<file path="config.mk">
export PLATFORM = sky130hd
export DESIGN_NAME = firmware_image_validator_core
export DESIGN_NICKNAME = d
export VERILOG_FILES = /design/src/design/fvi_pkg.sv /design/src/design/fvi_front.sv /design/src/design/fvi_queue.sv /design/src/design/fvi_back.sv /design/src/design/firmware_image_validator_core.sv
export SDC_FILE = /design/constraint.sdc
export NUM_CORES = 1
export LEC_CHECK = 0
export ABC_CLOCK_PERIOD_IN_PS = 9800
export BUFFER_PORTS_ARGS = -buffer_cell sky130_fd_sc_hd__clkbuf_2
export CAP_MARGIN = 5
export CELL_PAD_IN_SITES_DETAIL_PLACEMENT = 0
export CELL_PAD_IN_SITES_GLOBAL_PLACEMENT = 1
export CORE_MARGIN = 5
export CORE_UTILIZATION = 53
export DETAILED_ROUTE_END_ITERATION = 10
export HOLD_SLACK_MARGIN = 0.15
export PLACE_DENSITY_LB_ADDON = 0.12
export SYNTH_ARGS = -nofsm -noshare
export SYNTH_HDL_FRONTEND = slang
export SYNTH_SLANG_ARGS = --single-unit
</file>
<file path="constraint.sdc">
create_clock -name clk -period 9.8 [get_ports clk]
set_clock_uncertainty 0.05 [all_clocks]
set_input_delay 0.49 -clock clk [delete_from_list [all_inputs] [get_ports clk]]
set_output_delay 0.49 -clock clk [all_outputs]
set_load 0.005 [all_outputs]
</file>
<file path="src/design/fvi_pkg.sv">
package fvi_pkg;

    localparam int MAX_IMAGE_BYTES = 262144;
    // count saturates at MAX_IMAGE_BYTES + 1
    localparam int CNT_W   = $clog2(MAX_IMAGE_BYTES + 2);
    localparam int SIZE_W  = 19;
    localparam int CMP_W   = (CNT_W > SIZE_W) ? CNT_W : SIZE_W;
    localparam int POS_W   = 4;
    localparam int HEADER_BYTES = 8;
    localparam int TRAILER_BYTES = 4;

    localparam logic [31:0] CRC_POLY = 32'hEDB88320;
    localparam logic [31:0] CRC_INIT = 32'hFFFFFFFF;

    localparam int QUEUE_DEPTH = 4;
    localparam int QPTR_W      = $clog2(QUEUE_DEPTH);
    localparam int QCNT_W      = $clog2(QUEUE_DEPTH + 1);

    localparam logic [SIZE_W-1:0] MIN_SIZE_RST   = SIZE_W'(1024);
    localparam logic [SIZE_W-1:0] MAX_SIZE_RST   = SIZE_W'(262144);
    localparam logic [31:0]       STACK_LOW_RST  = 32'h20000000;
    localparam logic [31:0]       STACK_HIGH_RST = 32'h20008000;
    localparam logic [7:0]        CODE_REGION_RST = 8'h08;

    typedef enum logic [2:0] {
        REG_MIN_SIZE    = 3'd0,
        REG_MAX_SIZE    = 3'd1,
        REG_STACK_LOW   = 3'd2,
        REG_STACK_HIGH  = 3'd3,
        REG_CODE_REGION = 3'd4
    } reg_index_t;

    typedef enum logic [1:0] {
        FAULT_NONE   = 2'd0,
        FAULT_SIZE   = 2'd1,
        FAULT_STACK  = 2'd2,
        FAULT_VECTOR = 2'd3
    } fault_t;

    typedef struct packed {
        logic [SIZE_W-1:0] min_size;
        logic [SIZE_W-1:0] max_size;
        logic [31:0]       stack_low;
        logic [31:0]       stack_high;
        logic [7:0]        code_region;
    } cfg_t;

    // one classified byte on its way from front to back
    typedef struct packed {
        logic [7:0]       data;
        logic             last;
        logic [POS_W-1:0] pos;       // byte index, clamped at HEADER_BYTES
        logic             size_bad;  // only meaningful with last
    } qentry_t;

    function automatic logic [31:0] crc_byte(input logic [31:0] crc, input logic [7:0] b);
        logic [31:0] c;
        c = crc ^ {24'd0, b};
        for (int k = 0; k < 8; k++) begin
            c = c[0] ? ((c >> 1) ^ CRC_POLY) : (c >> 1);
        end
        return c;
    endfunction

endpackage

</file>
<file path="src/design/fvi_front.sv">
module fvi_front (
    input  logic             clk,
    input  logic             rst_n,
    input  logic             in_valid,
    output logic             in_stall,
    input  logic [7:0]       image_byte,
    input  logic             final_byte,
    input  fvi_pkg::cfg_t    cfg,
    input  logic             q_full,
    output logic             q_push,
    output fvi_pkg::qentry_t q_entry
);

    localparam logic [fvi_pkg::CNT_W-1:0] CNT_SAT =
        fvi_pkg::CNT_W'(fvi_pkg::MAX_IMAGE_BYTES + 1);
    localparam logic [fvi_pkg::CNT_W-1:0] CNT_HDR = fvi_pkg::CNT_W'(fvi_pkg::HEADER_BYTES);

    logic [fvi_pkg::CNT_W-1:0] cnt_reg;
    logic [fvi_pkg::CNT_W-1:0] cnt_next;
    logic [fvi_pkg::CMP_W-1:0] size_x;

    assign in_stall = q_full;
    assign q_push   = in_valid && !q_full;

    assign cnt_next = (cnt_reg < CNT_SAT) ? cnt_reg + fvi_pkg::CNT_W'(1) : cnt_reg;
    assign size_x   = fvi_pkg::CMP_W'(cnt_next);

    always_comb
    begin
        q_entry.data = image_byte;
        q_entry.last = final_byte;
        q_entry.pos  = (cnt_reg >= CNT_HDR) ? fvi_pkg::POS_W'(fvi_pkg::HEADER_BYTES)
                                            : cnt_reg[fvi_pkg::POS_W-1:0];
        q_entry.size_bad = (size_x < fvi_pkg::CMP_W'(fvi_pkg::HEADER_BYTES))
                        || (size_x < fvi_pkg::CMP_W'(cfg.min_size))
                        || (size_x > fvi_pkg::CMP_W'(cfg.max_size))
                        || (size_x > fvi_pkg::CMP_W'(fvi_pkg::MAX_IMAGE_BYTES));
    end

    always_ff @(posedge clk or negedge rst_n)
    begin
        if (!rst_n)
        begin
            cnt_reg <= '0;
        end
        else if (q_push)
        begin
            cnt_reg <= final_byte ? '0 : cnt_next;
        end
    end

endmodule

</file>
<file path="src/design/fvi_queue.sv">
module fvi_queue (
    input  logic             clk,
    input  logic             rst_n,
    input  logic             push,
    input  fvi_pkg::qentry_t push_entry,
    output logic             full,
    input  logic             pop,
    output logic             not_empty,
    output fvi_pkg::qentry_t head_entry
);

    fvi_pkg::qentry_t           slot_reg [fvi_pkg::QUEUE_DEPTH];
    logic [fvi_pkg::QPTR_W-1:0] wr_ptr_reg;
    logic [fvi_pkg::QPTR_W-1:0] rd_ptr_reg;
    logic [fvi_pkg::QCNT_W-1:0] cnt_reg;
    logic [fvi_pkg::QCNT_W-1:0] cnt_next;

    assign full       = (cnt_reg == fvi_pkg::QCNT_W'(fvi_pkg::QUEUE_DEPTH));
    assign not_empty  = (cnt_reg != '0);
    assign head_entry = slot_reg[rd_ptr_reg];

    always_comb
    begin
        cnt_next = cnt_reg;
        if (push && !pop)
            cnt_next = cnt_reg + fvi_pkg::QCNT_W'(1);
        else if (pop && !push)
            cnt_next = cnt_reg - fvi_pkg::QCNT_W'(1);
    end

    always_ff @(posedge clk or negedge rst_n)
    begin
        if (!rst_n)
        begin
            wr_ptr_reg <= '0;
            rd_ptr_reg <= '0;
            cnt_reg    <= '0;
        end
        else
        begin
            if (push)
                wr_ptr_reg <= wr_ptr_reg + fvi_pkg::QPTR_W'(1);
            if (pop)
                rd_ptr_reg <= rd_ptr_reg + fvi_pkg::QPTR_W'(1);
            cnt_reg <= cnt_next;
        end
    end

    always_ff @(posedge clk)
    begin
        if (push)
            slot_reg[wr_ptr_reg] <= push_entry;
    end

endmodule

</file>
<file path="src/design/fvi_back.sv">
module fvi_back (
    input  logic             clk,
    input  logic             rst_n,
    input  fvi_pkg::cfg_t    cfg,
    input  logic             q_valid,
    input  fvi_pkg::qentry_t q_entry,
    output logic             q_pop,
    output logic             out_valid,
    input  logic             out_stall,
    output logic             image_ok,
    output logic [1:0]       fault_code,
    output logic             crc_matches,
    output logic [31:0]      computed_crc
);

    logic [31:0] crc_reg, crc_next;
    logic [31:0] tail_reg, tail_next;
    logic [31:0] stack_reg, stack_next;
    logic [31:0] vector_reg, vector_next;
    logic [31:0] result_crc;
    fvi_pkg::fault_t fault;

    logic        out_valid_reg;
    logic        ok_reg;
    logic [1:0]  fault_reg;
    logic        match_reg;
    logic [31:0] crc_out_reg;

    // non-final bytes never wait on the result register
    assign q_pop = q_valid && (!q_entry.last || !out_valid_reg || !out_stall);

    always_comb
    begin
        crc_next    = (q_entry.pos >= fvi_pkg::POS_W'(fvi_pkg::TRAILER_BYTES))
                    ? fvi_pkg::crc_byte(crc_reg, tail_reg[7:0]) : crc_reg;
        tail_next   = {q_entry.data, tail_reg[31:8]};
        stack_next  = stack_reg;
        vector_next = vector_reg;
        if (q_entry.pos < fvi_pkg::POS_W'(4))
            stack_next[8*q_entry.pos[1:0] +: 8] = stack_reg[8*q_entry.pos[1:0] +: 8]
                                                 | q_entry.data;
        else if (q_entry.pos < fvi_pkg::POS_W'(fvi_pkg::HEADER_BYTES))
            vector_next[8*q_entry.pos[1:0] +: 8] = vector_reg[8*q_entry.pos[1:0] +: 8]
                                                  | q_entry.data;

        result_crc = ~crc_next;

        if (q_entry.size_bad)
            fault = fvi_pkg::FAULT_SIZE;
        else if (stack_next < cfg.stack_low || stack_next > cfg.stack_high)
            fault = fvi_pkg::FAULT_STACK;
        else if (vector_next[31:24] != cfg.code_region || !vector_next[0])
            fault = fvi_pkg::FAULT_VECTOR;
        else
            fault = fvi_pkg::FAULT_NONE;
    end

    always_ff @(posedge clk or negedge rst_n)
    begin
        if (!rst_n)
        begin
            crc_reg       <= fvi_pkg::CRC_INIT;
            tail_reg      <= '0;
            stack_reg     <= '0;
            vector_reg    <= '0;
            out_valid_reg <= 1'b0;
        end
        else
        begin
            if (q_pop)
            begin
                if (q_entry.last)
                begin
                    crc_reg    <= fvi_pkg::CRC_INIT;
                    tail_reg   <= '0;
                    stack_reg  <= '0;
                    vector_reg <= '0;
                end
                else
                begin
                    crc_reg    <= crc_next;
                    tail_reg   <= tail_next;
                    stack_reg  <= stack_next;
                    vector_reg <= vector_next;
                end
            end
            if (q_pop && q_entry.last)
                out_valid_reg <= 1'b1;
            else if (!out_stall)
                out_valid_reg <= 1'b0;
        end
    end

    always_ff @(posedge clk)
    begin
        if (q_pop && q_entry.last)
        begin
            ok_reg      <= (fault == fvi_pkg::FAULT_NONE);
            fault_reg   <= fault;
            match_reg   <= (result_crc == tail_next);
            crc_out_reg <= result_crc;
        end
    end

    assign out_valid    = out_valid_reg;
    assign image_ok     = ok_reg;
    assign fault_code   = fault_reg;
    assign crc_matches  = match_reg;
    assign computed_crc = crc_out_reg;

endmodule

</file>
<file path="src/design/firmware_image_validator_core.sv">
// Firmware image validator.
// Input channel: one image byte per transfer (image_byte), final_byte set on
// the last byte of an image. Output channel: one transfer per image carrying
// image_ok, fault_code (first failing of size, stack pointer, reset vector),
// computed_crc (reflected CRC-32 over all but the last four bytes) and
// crc_matches (computed_crc equals the little-endian trailer).
// Throughput: one byte per cycle sustained while in_stall is low. The front counts
// and classifies bytes and checks the size; a 4-entry queue feeds the back,
// which runs the 8-bit CRC update and the stack pointer and reset vector checks.
// The result is valid once the final byte has passed through a queue slot and the
// back's output register.
// When the receiver stalls, the result holds in its output register; the back
// keeps draining non-final bytes, and the input stalls only once the queue
// fills behind a second final byte.
// Reset clears all image state and loads the default configuration; image
// state also returns to its reset value after every image.
// Config: APB, pready always high, registers at byte address 4*index.
module firmware_image_validator_core (
    input  logic        clk,
    input  logic        rst_n,
    input  logic        psel,
    input  logic        penable,
    input  logic        pwrite,
    input  logic [4:0]  paddr,
    input  logic [31:0] pwdata,
    output logic [31:0] prdata,
    output logic        pready,
    input  logic        in_valid,
    output logic        in_stall,
    input  logic [7:0]  image_byte,
    input  logic        final_byte,
    output logic        out_valid,
    input  logic        out_stall,
    output logic        image_ok,
    output logic [1:0]  fault_code,
    output logic        crc_matches,
    output logic [31:0] computed_crc
);

    fvi_pkg::cfg_t      cfg_reg;
    fvi_pkg::reg_index_t reg_sel;
    logic               wr_en;

    logic               q_full;
    logic               q_push;
    logic               q_pop;
    logic               q_valid;
    fvi_pkg::qentry_t   push_entry;
    fvi_pkg::qentry_t   head_entry;

    assign pready  = 1'b1;
    assign reg_sel = fvi_pkg::reg_index_t'(paddr[4:2]);
    assign wr_en   = psel && penable && pwrite;

    always_ff @(posedge clk or negedge rst_n)
    begin
        if (!rst_n)
        begin
            cfg_reg.min_size    <= fvi_pkg::MIN_SIZE_RST;
            cfg_reg.max_size    <= fvi_pkg::MAX_SIZE_RST;
            cfg_reg.stack_low   <= fvi_pkg::STACK_LOW_RST;
            cfg_reg.stack_high  <= fvi_pkg::STACK_HIGH_RST;
            cfg_reg.code_region <= fvi_pkg::CODE_REGION_RST;
        end
        else if (wr_en)
        begin
            unique case (reg_sel)
                fvi_pkg::REG_MIN_SIZE:    cfg_reg.min_size    <= pwdata[fvi_pkg::SIZE_W-1:0];
                fvi_pkg::REG_MAX_SIZE:    cfg_reg.max_size    <= pwdata[fvi_pkg::SIZE_W-1:0];
                fvi_pkg::REG_STACK_LOW:   cfg_reg.stack_low   <= pwdata;
                fvi_pkg::REG_STACK_HIGH:  cfg_reg.stack_high  <= pwdata;
                fvi_pkg::REG_CODE_REGION: cfg_reg.code_region <= pwdata[7:0];
                default: ;
            endcase
        end
    end

    always_comb
    begin
        unique case (reg_sel)
            fvi_pkg::REG_MIN_SIZE:    prdata = 32'(cfg_reg.min_size);
            fvi_pkg::REG_MAX_SIZE:    prdata = 32'(cfg_reg.max_size);
            fvi_pkg::REG_STACK_LOW:   prdata = cfg_reg.stack_low;
            fvi_pkg::REG_STACK_HIGH:  prdata = cfg_reg.stack_high;
            fvi_pkg::REG_CODE_REGION: prdata = 32'(cfg_reg.code_region);
            default:                  prdata = '0;
        endcase
    end

    fvi_front u_front (
        .clk        (clk),
        .rst_n      (rst_n),
        .in_valid   (in_valid),
        .in_stall   (in_stall),
        .image_byte (image_byte),
        .final_byte (final_byte),
        .cfg        (cfg_reg),
        .q_full     (q_full),
        .q_push     (q_push),
        .q_entry    (push_entry)
    );

    fvi_queue u_queue (
        .clk        (clk),
        .rst_n      (rst_n),
        .push       (q_push),
        .push_entry (push_entry),
        .full       (q_full),
        .pop        (q_pop),
        .not_empty  (q_valid),
        .head_entry (head_entry)
    );

    fvi_back u_back (
        .clk          (clk),
        .rst_n        (rst_n),
        .cfg          (cfg_reg),
        .q_valid      (q_valid),
        .q_entry      (head_entry),
        .q_pop        (q_pop),
        .out_valid    (out_valid),
        .out_stall    (out_stall),
        .image_ok     (image_ok),
        .fault_code   (fault_code),
        .crc_matches  (crc_matches),
        .computed_crc (computed_crc)
    );

endmodule
</file>
# Yosys cells after proc, flatten, opt, wreduce, memory -nomap -nowiden
# Memories as Yosys holds them, arrays and structs flattened.
# Cells that the tools add are included.
word_totals:
  regBits: 301
  mem_count: 1
  mem_bits_rw: 56
  input_bits: 53
  output_inout_bits: 71
  elab_cells: 126
classes:
  muxes: 31
  reduce_logical: 32
  shift: 5
  n_bitwise: 12
  eq_ne: 9
  add_sub_neg: 6
  magnitude_cmp: 11
memory_table:
  columns: ["name", "words", "word_bits", "read_ports", "rd_clocked_by_memory_dff", "wr", "line", "text"]
  rows:
  - ["u_queue.slot_reg", 4, 14, 1, 0, 1, "fvi_queue.sv:12", "fvi_pkg::qentry_t slot_reg [fvi_pkg::QUEUE_DEPTH];"]
op_table:
  columns: ["cell", "n"]
  rows:
  - ["32-bit 2-to-1 mux", 16]
  - ["32-bit one-hot mux with 5 select lines", 1]
  - ["13-bit NOT with 14-bit output", 8]
  - ["8-bit by 34-bit indexed part select with 32-bit output", 2]
  - ["32-bit bitwise mux", 2]
  - ["32-bit by 6-bit indexed part select with 8-bit output", 2]
  - ["19-bit 2-to-1 mux", 2]
  - ["5-bit negation with 34-bit output", 1]
  - ["8-bit by 34-bit variable shift with 32-bit output (first input constant)", 1]
  - ["32-bit == test", 1]
  - ["32-bit > comparator", 1]
  - ["32-bit less-than comparator", 1]
  - ["32-bit NOT", 1]
  - ["32-bit by 8-bit XOR with 32-bit output", 1]
  - ["19-bit by 1-bit adder with 19-bit output (second input constant)", 1]
  - ["19-bit by 4-bit >= comparator with 1-bit output (second input constant)", 1]
  - ["19-bit > comparator", 1]
  - ["19-bit > comparator (second input constant)", 1]
  - ["19-bit less-than comparator", 1]
  - ["19-bit less-than comparator (second input constant)", 1]
  - ["19-bit by 4-bit less-than comparator with 1-bit output (second input constant)", 1]
  - ["8-bit OR", 2]
  - ["2-bit AND reduction", 5]
  - ["8-bit != test", 1]
  - ["other kinds (22)", 51]

# Depth between registers and ports, before layout
logic_depth:
  word_depth: 20
  ltp_mapped: 20
  mapped_depth_nobuf: 17

# Hierarchy
# A second synthesis with hierarchy kept.
hier_totals:
  cells_unflattened: 1799
  area_unflattened_um2: 20672.3
by_module_without_submodules:
  columns: ["module", "seq_area_each_um2", "cells_per_inst", "area_each_um2", "n_inst"]
  rows:
  - ["fvi_back", 4349.2, 1045, 10736.5, 1]
  - ["firmware_image_validator_core", 2760.1, 337, 5066.1, 1]
  - ["fvi_queue", 1856.8, 107, 2447.3, 1]
  - ["fvi_front", 475.5, 310, 2422.3, 1]

# Worst setup path before layout
# No wires, ideal clock.
synth_path:
  kind: "reg2reg"
  startpoint: "register u_queue.rd_ptr_reg[0] in the netlist's numbering"
  endpoint: "register u_back.fault_reg[0] (netlist: u_back.fault_code[0]) (data pin)"
  path_slack_ns: 5.161
  n_path_buf: 3
  period_less_slack_ns: 4.639
  t_arrival_ns: 4.335
  setup_ns: 0.254
  stages_incl_launch_ff: 20
  required_time_ns: 9.496
  path_cell_list: "dfrtp_1 > mux4_2 > buf_6 > buf_2 > buf_2 > inv_1 > ha_1 > nor3b_1 > nand2_1 > o21ai_0 > ha_1 > a21o_1 > a21o_1 > a211oi_1 > nand4b_1 > a2bb2oi_1 > nand4_1 > a31oi_1 > nor2_1 > a21o_1"
synth_between:
  elab_chain_cells: 12
  word_cells_on_any_way: 25
  cone_classes: "add/sub: 1; order compare: 4; eq/ne: 1; shift: 5; mux: 8; bitwise: 2; reduce/logical: 3; memory: 1"
synth_rtl:
  columns: ["item", "line", "text"]
  rows:
  - ["from (decl)", "fvi_queue.sv:14", "logic [fvi_pkg::QPTR_W-1:0] rd_ptr_reg;"]
  - ["from (signal assigned)", "fvi_queue.sv:44", "rd_ptr_reg <= rd_ptr_reg + fvi_pkg::QPTR_W'(1);"]
  - ["memory 4 x 14 bit *", null, null]
  - ["parallel branches: the longest is 10 deep, another holds 32-bit less-than comparator", null, null]
  - ["2-bit 2-to-1 mux *", "fvi_back.sv:48", "if (q_entry.size_bad)"]
  - ["named net u_back.fault[0]", "fvi_back.sv:21", "fvi_pkg::fault_t fault;"]
  - ["to (signal assigned)", "fvi_back.sv:99", "fault_reg <= fault;"]
  - ["to (decl)", "fvi_back.sv:25", "logic [1:0] fault_reg;"]
# Mark *: on every way through the listed nets, which the timed path passes. The select of a mux whose other input is x is not followed.
# A chain may end at the register's enable or synchronous reset.

# Worst setup path after layout
layout_path:
  startpoint: "register u_queue.rd_ptr_reg[1] in the netlist's numbering"
  endpoint: "register u_back.fault_reg[0] (netlist: u_back.fault_code[0]) (data pin)"
# Same word-level chain as after synthesis.

==> summary.txt <==
Finish
  – Max FFs per register: 110
  – Final Net Count: 2232
  – Fillers: 3163
  – Register area: 9440 sq um
  – Syn-to-layout area delta: 14.7%
  – Share of layout cells above drive strength 1: between 15 and 20%
  – Multi-input gate area: roughly 9700 sq um
  – Fin cells: ~2600
  – Antenna fix cells: 0

Routing
  – Residual DRC count: 0
  – Detailed Route WL: roughly 54000 um
  – Vias per inst: a little under 6
  – Routed via count: 15200
  – ANT nets after route: 0
  – Initial DRT Pass Iterations: 5
  – Initial drt markers: roughly 1200
  – WL per Instance: around 21 um

Synth
  – Primary FF master, synth: dfrtp_1
  – Post-synth EDFFs: about 90
  – Syn_area_per_cell: slightly above 10 sq um
  – Area contributors post-synth: dfrtp_1 28%, edfxtp_1 14%, ha_1 7.0%
  – Unique masters post-synth: 75
  – YS warnings: 0
  – Syn Inst Count: around 1900
  – Commonest cells post-synth: 227 x dfrtp_1, 222 x nand2_1, 194 x o21ai_0
  – Top-count cell post-synth: dfrtp_1
  – Mapped cell area: 20000 sq um
  – Yosys reg bits: 357
  – Syn nets: 2096
  – Post-synth ARST share: about three quarters
  – Area leader, netlist: dfrtp_1
  – Top-area cell type share of the netlist area: 28.4%
  – Register area share after synthesis: 47.3%

Clock network
  – Longest Clk Path Bufs: 3
  – CTS buffer count: 42
  – CTS HTree Levels: 2
  – Clock Latency Late Sink: around 0.56 ns
  – Clk Tree Root Cell: clkbuf_16
  – Cts repair resizes: 0
  – CTS sink count: 357
  – Post-CTS setup buffers: 0
  – # hold bufs at CTS: 33
  – CTS tree: built
  – Reg clk slew, reported paths: around 0.060 ns

Placement
  – Placed Cells: ~2500
  – Post-DP HPWL: about 39000 um
  – Port-buffer cells: 120
  – RePlAce Congestion: 0.913

Worst setup path
  – Type of the worst setup path: flip-flop to flip-flop
  – Crit path max fanout: 24
  – CP arrival: 6.41 ns
  – R2R Setup Slk: ~3.6 ns
  – Buf/Inv on CP: 2
  – Critical path endpoint category: flip-flop
  – Worst path most repeated cell: a21oi_1
  – Critical path cell sequence: buf_4, mux2i_1, mux2_2, inv_1, nor3b_1, nand2_1, o21ai_0, ha_1, a21oi_1, a21oi_1, a211oi_1, nand4b_1, a2bb2oi_1, nand4_1, a31oi_1, nor2_1, a21o_1
  – Crit-path slowest cell: nor3b_1
  – Crit-path leading delay family: compound AO/OA/AOI/OAI gates
  – WP data required: approximately 10 ns
  – Crit path largest cell delay: 0.84 ns
  – Critical path startpoint category: flip-flop

STA
  – Worst slew pin tran: 1.15 ns
  – Setup TNS: 0 ns
  – RSZ-0062 raised after global routing: false
  – Relative slew margins: 23.1%
  – Final setup viols: 0
  – Hold Slack: about 0.18 ns
  – Tcrit/Tclk final: 62.9%
  – Hold Violations, Final: 0
  – Final-report max-slew violation count: 0
  – Tmin final: between 6 and 7 ns
  – Achievable Freq: roughly 160 MHz

Worst hold path
  – Worst hold path type: input port to flip-flop

Global routing
  – Initial antenna violation count: 0
  – Largest net degree at the start of global routing: 130
  – Total grt overflow: 0
  – First-pass GRT wire length: between 80000 and 90000 um
  – Gr usage total: around a quarter
  – Vias in the first global route: 15000

Floorplan
  – Initial core utilization: 53.4%
  – Die area: approximately 42000 sq um
  – I/O Pins: between 100 and 150
  – Row count: 71
  – Die span in y: between 200 and 250 um
  – Core ar.: 37400 sq um
  – Die W: ~200 um

Flow run
  – Maxcap violations: 0

Pwr
  – Power Total: ~8.4 mW
  – Peak supply drop: 0.000276 V
  – P_leak: around 10 nW
  – Pwr Density: ~370 nW/um^2

Status
  – Status: complete, no violations
[layout make-up]
class | count | share of cell area, %
flip-flops and latches | 357 | 41.2
clock inverters | 16 | 1.15
repair buffers | 176 | 4.86
inverters | 132 | 2.16
clock buffers | 61 | 5.34
well taps | 511 | 2.79
multi-input cells | 1358 | 42.5
[metal layers]
layer | GRT usage, % | up-vias | routed length (um)
met4 | 6.56 | 0 | 1310
met1 | 38.9 | 7555 | 25100
li1 | - | 7151 | -
met2 | 39.9 | 449 | 24600
met3 | 4.22 | 76 | 3240
met5 | 0 | - | 0
[cells in the final DEF (no fill, tap or decap), types with 52 or more instances in the layout]
cell,n
dfrtp_1,227
ha_1,111
xnor2_1,70
a21oi_1,86
mux2_2,52
inv_1,131
clkbuf_2,119
mux2i_1,60
xor2_1,52
nand2_1,222
a22o_1,81
o21ai_0,194
edfxtp_1,92
nor2_1,103
[worst min-delay path: cells and delay by family]
family,cells,cell delay [ns]
AND/OR/NAND/NOR,1,0.06
buffers and inverters,1,0.14
AO/OA/AOI/OAI,1,0.06
[kinds of logic after synthesis]
kind of cell / Yosys count / synth area share [%]
muxes: 136 / 8.57
and+or+nand+nor: 488 / 11.2
xor gates and xnor gates: 134 / 6.38
adders and majority gates: 112 / 7.05
other: 1 / 0.0188
DFF: 357 / 47.3
AOI/OAI and AO/OA: 487 / 15.3
buffers and inverters: 216 / 4.21
[path summary, 6_finish.rpt]
path / start / to / cells past startpoint
worst max-delay path: u_queue.rd_ptr_reg[1] / u_back.fault_code[0] / 17
worst min-delay path: pwdata[8] / cfg_reg[80] / 3
worst max register to register: u_queue.rd_ptr_reg[1] / u_back.fault_code[0] / 17
worst min register to register: u_back.vector_reg[6] / u_back.vector_reg[6] / 2
max in group asynchronous: rst_n / u_back.out_valid / 3
min in group asynchronous: rst_n / cfg_reg[84] / 2
[power breakdown]
part | internal (mW) | switching [mW]
clock | 1.05 | 0.628
sequential | 2.13 | 0.311
combinational | 1.59 | 2.67
total | 4.78 | 3.61
[stage by stage]
| step | worst slack (ns) | area (sq um) | utilization, % |
|---|---|---|---|
| after floorplan | 5.16 | 20000 | - |
| after global placement | 3.88 | 21100 | 56.4 |
| after detailed placement | 3.80 | 21100 | 56.4 |
| after CTS | 3.79 | 22900 | 61.3 |
| after global routing | 3.20 | 22900 | 61.3 |
| final | 3.64 | 22900 | 61.3 |
No activity file was read; power rests on OpenSTA's default activity.
